[config.mk]
export PLATFORM = sky130hd
export DESIGN_NAME = srlp_csr
export DESIGN_NICKNAME = d
export VERILOG_FILES = /design/src/hdl/srlp_pkg.sv /design/src/hdl/srlp_csr.sv
export SDC_FILE = /design/constraint.sdc
export NUM_CORES = 1
export LEC_CHECK = 0
export BUFFER_PORTS_ARGS = -buffer_cell sky130_fd_sc_hd__buf_2
export CORE_UTILIZATION = 47
export DETAILED_ROUTE_END_ITERATION = 8
export PLACE_DENSITY = 0.78
export SLEW_MARGIN = 5
export SYNTH_ARGS = -nofsm -noshare
export SYNTH_HDL_FRONTEND = slang
export SYNTH_SLANG_ARGS = --single-unit
[constraint.sdc]
create_clock -name clock -period 1.2 [get_ports clock]
set_clock_uncertainty 0.1 [all_clocks]
set_input_delay 0.24 -clock clock [delete_from_list [all_inputs] [get_ports clock]]
set_output_delay 0.24 -clock clock [all_outputs]
set_load 0.03 [all_outputs]
[src/hdl/srlp_pkg.sv]
// Package for the status reply line parser: result and entry types, byte codes,
// error codes, register indexes and the per-byte line check function.
// Depends on nothing; every other file of the block imports it.
package srlp_pkg;

   localparam int LINE_LIMIT_W  = 16;
   localparam int REPLY_LIMIT_W = 21;
   localparam int STATUS_W      = 10;
   localparam int CSR_INDEX_W   = 1;
   localparam int CSR_DATA_W    = 21;

   localparam logic [LINE_LIMIT_W-1:0]  LINE_LIMIT_RESET  = 16'd8192;
   localparam logic [REPLY_LIMIT_W-1:0] REPLY_LIMIT_RESET = 21'd65536;
   localparam logic [STATUS_W-1:0]      SUCCESS_STATUS    = 10'd250;

   localparam int QUEUE_DEPTH_DEFAULT = 4;

   localparam logic [CSR_INDEX_W-1:0] CSR_LINE_LIMIT  = 1'b0;
   localparam logic [CSR_INDEX_W-1:0] CSR_REPLY_LIMIT = 1'b1;

   localparam logic [1:0] ERR_NONE      = 2'd0;
   localparam logic [1:0] ERR_LONG      = 2'd1;
   localparam logic [1:0] ERR_MALFORMED = 2'd2;
   localparam logic [1:0] ERR_FRAMING   = 2'd3;

   localparam logic [7:0] BYTE_LF    = 8'h0A;
   localparam logic [7:0] BYTE_CR    = 8'h0D;
   localparam logic [7:0] BYTE_SPACE = 8'h20;
   localparam logic [7:0] BYTE_DASH  = 8'h2D;
   localparam logic [7:0] BYTE_ZERO  = 8'h30;
   localparam logic [7:0] BYTE_NINE  = 8'h39;

   typedef struct packed {
      logic [LINE_LIMIT_W-1:0]  line_limit;
      logic [REPLY_LIMIT_W-1:0] reply_limit;
   } cfg_type;

   typedef struct packed {
      logic [LINE_LIMIT_W-1:0]  line_length;
      logic [REPLY_LIMIT_W-1:0] reply_total;
      logic [STATUS_W-1:0]      status_accum;
      logic [STATUS_W-1:0]      held_status;
      logic                     status_known;
      logic                     cr_pending;
      logic                     final_line;
      logic [1:0]               latched_error;
   } parse_state_type;

   typedef struct packed {
      logic                payload_valid;
      logic [7:0]          payload_byte;
      logic                line_end;
      logic                reply_end;
      logic [STATUS_W-1:0] reply_status;
      logic                status_success;
      logic [1:0]          fault_code;
   } rsp_rec_type;

   // One queue entry holds every result of one byte: one or two records.
   typedef struct packed {
      logic        two;
      rsp_rec_type rec0;
      rsp_rec_type rec1;
   } entry_type;

   typedef struct packed {
      logic      push;
      entry_type entry;
   } push_type;

   typedef struct packed {
      parse_state_type st;
      logic            has_res;
      rsp_rec_type     rec;
   } step_type;

   function automatic rsp_rec_type make_rec(
      input logic            pv,
      input logic [7:0]      pb,
      input logic            le,
      input logic            re,
      input logic [1:0]      err,
      input parse_state_type st
   );
      rsp_rec_type r;
      r.payload_valid  = pv;
      r.payload_byte   = pb;
      r.line_end       = le;
      r.reply_end      = re;
      r.reply_status   = st.held_status;
      r.status_success = st.status_known && (st.held_status == SUCCESS_STATUS);
      r.fault_code     = err;
      return r;
   endfunction

   // Checks one line byte against the limits and the header rules.
   function automatic step_type line_step(
      input parse_state_type st,
      input logic [7:0]      b,
      input cfg_type         cfg
   );
      step_type                 s;
      logic [LINE_LIMIT_W:0]    len_inc;
      logic [REPLY_LIMIT_W:0]   total_inc;
      logic [LINE_LIMIT_W-1:0]  pos;
      logic [STATUS_W-1:0]      acc_next;
      logic                     is_digit;
      s.st      = st;
      s.has_res = 1'b0;
      s.rec     = '0;
      pos       = st.line_length;
      len_inc   = {1'b0, st.line_length} + 1'b1;
      total_inc = {1'b0, st.reply_total} + 1'b1;
      is_digit  = (b >= BYTE_ZERO) && (b <= BYTE_NINE);
      acc_next  = {st.status_accum[6:0], 3'b000} + {st.status_accum[8:0], 1'b0}
                  + {6'd0, b[3:0]};
      if (len_inc > {1'b0, cfg.line_limit}) begin
         s.st.latched_error = ERR_LONG;
         s.has_res = 1'b1;
         s.rec = make_rec(1'b0, 8'd0, 1'b0, 1'b0, ERR_LONG, s.st);
      end else if (total_inc > {1'b0, cfg.reply_limit}) begin
         s.st.latched_error = ERR_MALFORMED;
         s.has_res = 1'b1;
         s.rec = make_rec(1'b0, 8'd0, 1'b0, 1'b0, ERR_MALFORMED, s.st);
      end else begin
         s.st.line_length = len_inc[LINE_LIMIT_W-1:0];
         s.st.reply_total = total_inc[REPLY_LIMIT_W-1:0];
         if (pos < 16'd3) begin
            if (!is_digit) begin
               s.st.latched_error = ERR_MALFORMED;
               s.has_res = 1'b1;
               s.rec = make_rec(1'b0, 8'd0, 1'b0, 1'b0, ERR_MALFORMED, s.st);
            end else begin
               s.st.status_accum = acc_next;
               if (pos == 16'd2) begin
                  if (!st.status_known) begin
                     s.st.held_status  = acc_next;
                     s.st.status_known = 1'b1;
                  end else if (acc_next != st.held_status) begin
                     s.st.latched_error = ERR_FRAMING;
                     s.has_res = 1'b1;
                     s.rec = make_rec(1'b0, 8'd0, 1'b0, 1'b0, ERR_FRAMING, s.st);
                  end
               end
            end
         end else if (pos == 16'd3) begin
            if (b == BYTE_DASH) begin
               s.st.final_line = 1'b0;
            end else if (b == BYTE_SPACE) begin
               s.st.final_line = 1'b1;
            end else begin
               s.st.latched_error = ERR_FRAMING;
               s.has_res = 1'b1;
               s.rec = make_rec(1'b0, 8'd0, 1'b0, 1'b0, ERR_FRAMING, s.st);
            end
         end else begin
            s.has_res = 1'b1;
            s.rec = make_rec(1'b1, b, 1'b0, 1'b0, ERR_NONE, s.st);
         end
      end
      return s;
   endfunction

endpackage

[src/hdl/srlp_csr.sv]
// Configuration registers of the status reply line parser (line and reply limits).
// Depends on srlp_pkg.
module srlp_csr import srlp_pkg::*; (
   input  logic                   clock,
   input  logic                   reset,
   input  logic                   csr_wr_en,
   input  logic [CSR_INDEX_W-1:0] csr_index,
   input  logic [CSR_DATA_W-1:0]  csr_wdata,
   output cfg_type                cfg
);

   cfg_type cfg_ff;
   cfg_type cfg_in;

   always_comb begin
      cfg_in = cfg_ff;
      if (csr_wr_en) begin
         unique case (csr_index)
            CSR_LINE_LIMIT:  cfg_in.line_limit  = csr_wdata[LINE_LIMIT_W-1:0];
            CSR_REPLY_LIMIT: cfg_in.reply_limit = csr_wdata[REPLY_LIMIT_W-1:0];
            default:         cfg_in = cfg_ff;
         endcase
      end
   end

   always_ff @(posedge clock) begin
      if (reset) begin
         cfg_ff.line_limit  <= LINE_LIMIT_RESET;
         cfg_ff.reply_limit <= REPLY_LIMIT_RESET;
      end else begin
         cfg_ff <= cfg_in;
      end
   end

   assign cfg = cfg_ff;

endmodule

==> key figures <==
Outcome
  – Status: completed

Setup path
  – Reg2Reg Setup Slack: 0.33 ns
  – Worst path slowest cell: dfxtp_2
  – Kind of critical path: flip-flop to output port
  – Crit-path cells: buf_6
  – Arr. time, crit path: roughly 0.82 ns
  – Worst-path maximum fanout: 2
  – CP Launch Type: flip-flop
  – CP peak stage delay: around 0.36 ns
  – CP required: about 0.86 ns
  – CP endpoint kind: output port
  – Cell family with most CP delay: flip-flops
  – CP Buf/Inv Count: 1

Finish
  – Footprint of the multi-input gates: 737.0 sq um
  – Final net count: around 240
  – Finished Core Util: 72.46%
  – Max reg flops: 37
  – Final-layout fill cell count: roughly 240
  – Diode count: 0
  – FF/Latch Area: slightly below 800 sq um
  – Layout area overhead: 45.04%
  – Ratio of cells with drive above 1 in the final layout: roughly 55%

Place
  – Hpwl dp: 2.143 mm
  – IO buf count: between 60 and 70
  – RD Place Congestion: 0.7415

Power and ir drop
  – VDD IR max: around 0.72 mV
  – Gate power share: about a fifth
  – Switching share of power: between 20% and 30%
  – Sw Pwr: between 0.6 and 0.7 mW
  – Pleak: between 1 and 1.5 nW
  – PD cells: around 1100 nW/um^2
  – Pwr Total: approximately 2.5 mW
  – Internal power: about 1.8 mW
  – Flop pwr share: between 50% and 60%
  – Clk network pwr share: approximately a quarter

Timing
  – FMAX: approximately 0.86 GHz
  – Hold Worst Slack: 0.04765 ns
  – Slew @ Worst Pin: slightly below 0.6 ns
  – Final hold violation count: 0
  – Final worst-path cycle share: a little over nine tenths
  – Min Tclk post-route: 1.161 ns
  – RSZ-0062 raised after global routing: yes
  – Slew HR: between 60% and 70%
  – Slew Viols, Final: 0
  – # setup viols final: 0

GRT
  – Total grt overflow: 0
  – Vias in the first global route: between 1,000 and 1,500
  – Largest net degree at the start of global routing: between 40 and 50
  – Tot GR Track Use: around a fifth
  – Global-route wire length before repair: 4.933 mm
  – Antenna violations before repair: 0

Clock tree
  – CTS tree: yes
  – TritonCTS Buffers: 5
  – CTS max path bufs: 2
  – CTS Sinks: 37
  – CTS Hold Bufs: 0
  – H-tree Lvls: 2
  – Clock-pin transition on the worst setup and hold timing paths: 0.10 ns
  – Clk_lat worst skew: 0.33 ns
  – Root buffer cell: clkbuf_4

Flow run
  – Max Cap Viol: 0

Yosys
  – Seq/Total Area, Yosys: a little under half
  – Synth Cell Area: 1550 sq um
  – Library cells used by synthesis: 17
  – Synth warn: 0
  – Synth Net Count: around 170
  – Post-synth top area share: roughly 48%
  – Area leader, netlist: dfxtp_1
  – Synth Instances: around 150
  – FF+latch count, synth: 37
  – Synth top area cells: dfxtp_1, mux2i_1, nand2b_1
  – Mean Syn Cell Area: 10.55 sq um

Drt
  – WL/cell: between 10 and 15 microns
  – Via Count: approximately 1,200
  – Post-Route WL: around 3.3 mm
  – Iter 0 DRT Violations: a little over 50
  – Vias/cell: around 4.8
  – ANT nets after route: 0
  – Detailed Routing Iterations Pass 1: 4
  – DRC viols: 0

Die
  – Chip height: 59.43 microns
  – # IOs: 62
  – Die Area: ~3500 sq um
  – Initial Util: 49.96%
  – FP Rows: 20
  – Die extent in x: 59.43 microns
  – Core Area: 3103 sq um

Hold path
  – Worst hold path type: primary input to flip-flop
## cells in the final DEF, fill, tap and decap left out
cell / n
clkbuf_1: 1
and3_1: 1
clkbuf_8: 1
nand2b_1: 46
mux2i_1: 31
a21oi_1: 5
buf_4: 5
nor2_1: 2
clkbuf_4: 5
a21bo_2: 5
nand2_1: 1
dfxtp_2: 37
nand3_1: 5
buf_2: 24
and2_0: 1
buf_6: 37
a211o_1: 1
nor2b_1: 1
buf_12: 2
## cell type report
type | instances | area share (%)
clock buffers | 7 | 2.449
repair buffers | 68 | 27.32
well taps | 44 | 2.449
multi-input cells | 99 | 32.78
flip-flops and latches | 37 | 35.00
## power by group through the flow
stage               registers (mW)  logic (mW)  clock network [mW]
CTS                           1.33       0.495               0.683
global placement              1.35       0.427                   0
global route                  1.36       0.546               0.738
floorplan                     1.47       0.173                   0
finish                        1.35       0.515               0.655
detailed placement            1.35       0.436                   0
## final timing paths
check | startpoint | end | cells past startpoint
setup reg to reg | cfg[18]$_SDFFE_PP0P_ | cfg[18]$_SDFFE_PP0P_ | 2
hold / removal | csr_wdata[17] | cfg[17]$_SDFFE_PP0P_ | 3
setup / recovery | cfg[29]$_SDFFE_PP0P_ | cfg[29] | 1
hold reg to reg | cfg[24]$_SDFFE_PP0P_ | cfg[24]$_SDFFE_PP0P_ | 2
## what timing repair did
action                                 4_1_cts  5_1_grt
buffers inserted                             0        2
endpoints found under the hold margin        0        0
resized for setup                           70       41
pin swaps                                    0        0
setup endpoints to repair                   37       30
## synthesized netlist by cell type
cell      number
clkbuf_1       5
a21bo_2        5
buf_4          1
buf_12         1
nand2b_1      46
a21oi_1        5
nand2_1        1
and3_1         1
dfxtp_1       37
a211o_1        1
nor2_1         2
buf_2          3
nor2b_1        1
buf_6          1
mux2i_1       31
and2_0         1
nand3_1        5
## routing by layer
layer  vias to the layer above  routed length, microns  track usage (%)
li1                        610                       -                -
met1                       552                    1426            21.79
met2                        53                    1549            31.94
met3                         7                     264            8.515
met4                         0                      59            7.143
met5                         -                       0                0
## per-stage QoR
step           cell area, sq um  cells  setup WS, ns  setup TNS [ns]
2_1_floorplan              1550    147        0.1909               0
3_3_place_gp               1901    246      -0.02887        -0.02887
3_5_place_dp               1901    246      -0.06452         -0.2346
4_1_cts                    2147    253    0.00004163               0
5_1_grt                    2248    255      -0.01676        -0.03121
6_report                   2248    255       0.03919               0
## cells by family after synthesis
group | after synthesis | share of synthesized area [%]
simple gates | 57 | 22.12
flops | 37 | 47.78
mux | 31 | 20.02
compound gates | 11 | 5.408
buf+inv | 11 | 4.681
No activity file was read; power rests on OpenSTA's default activity.
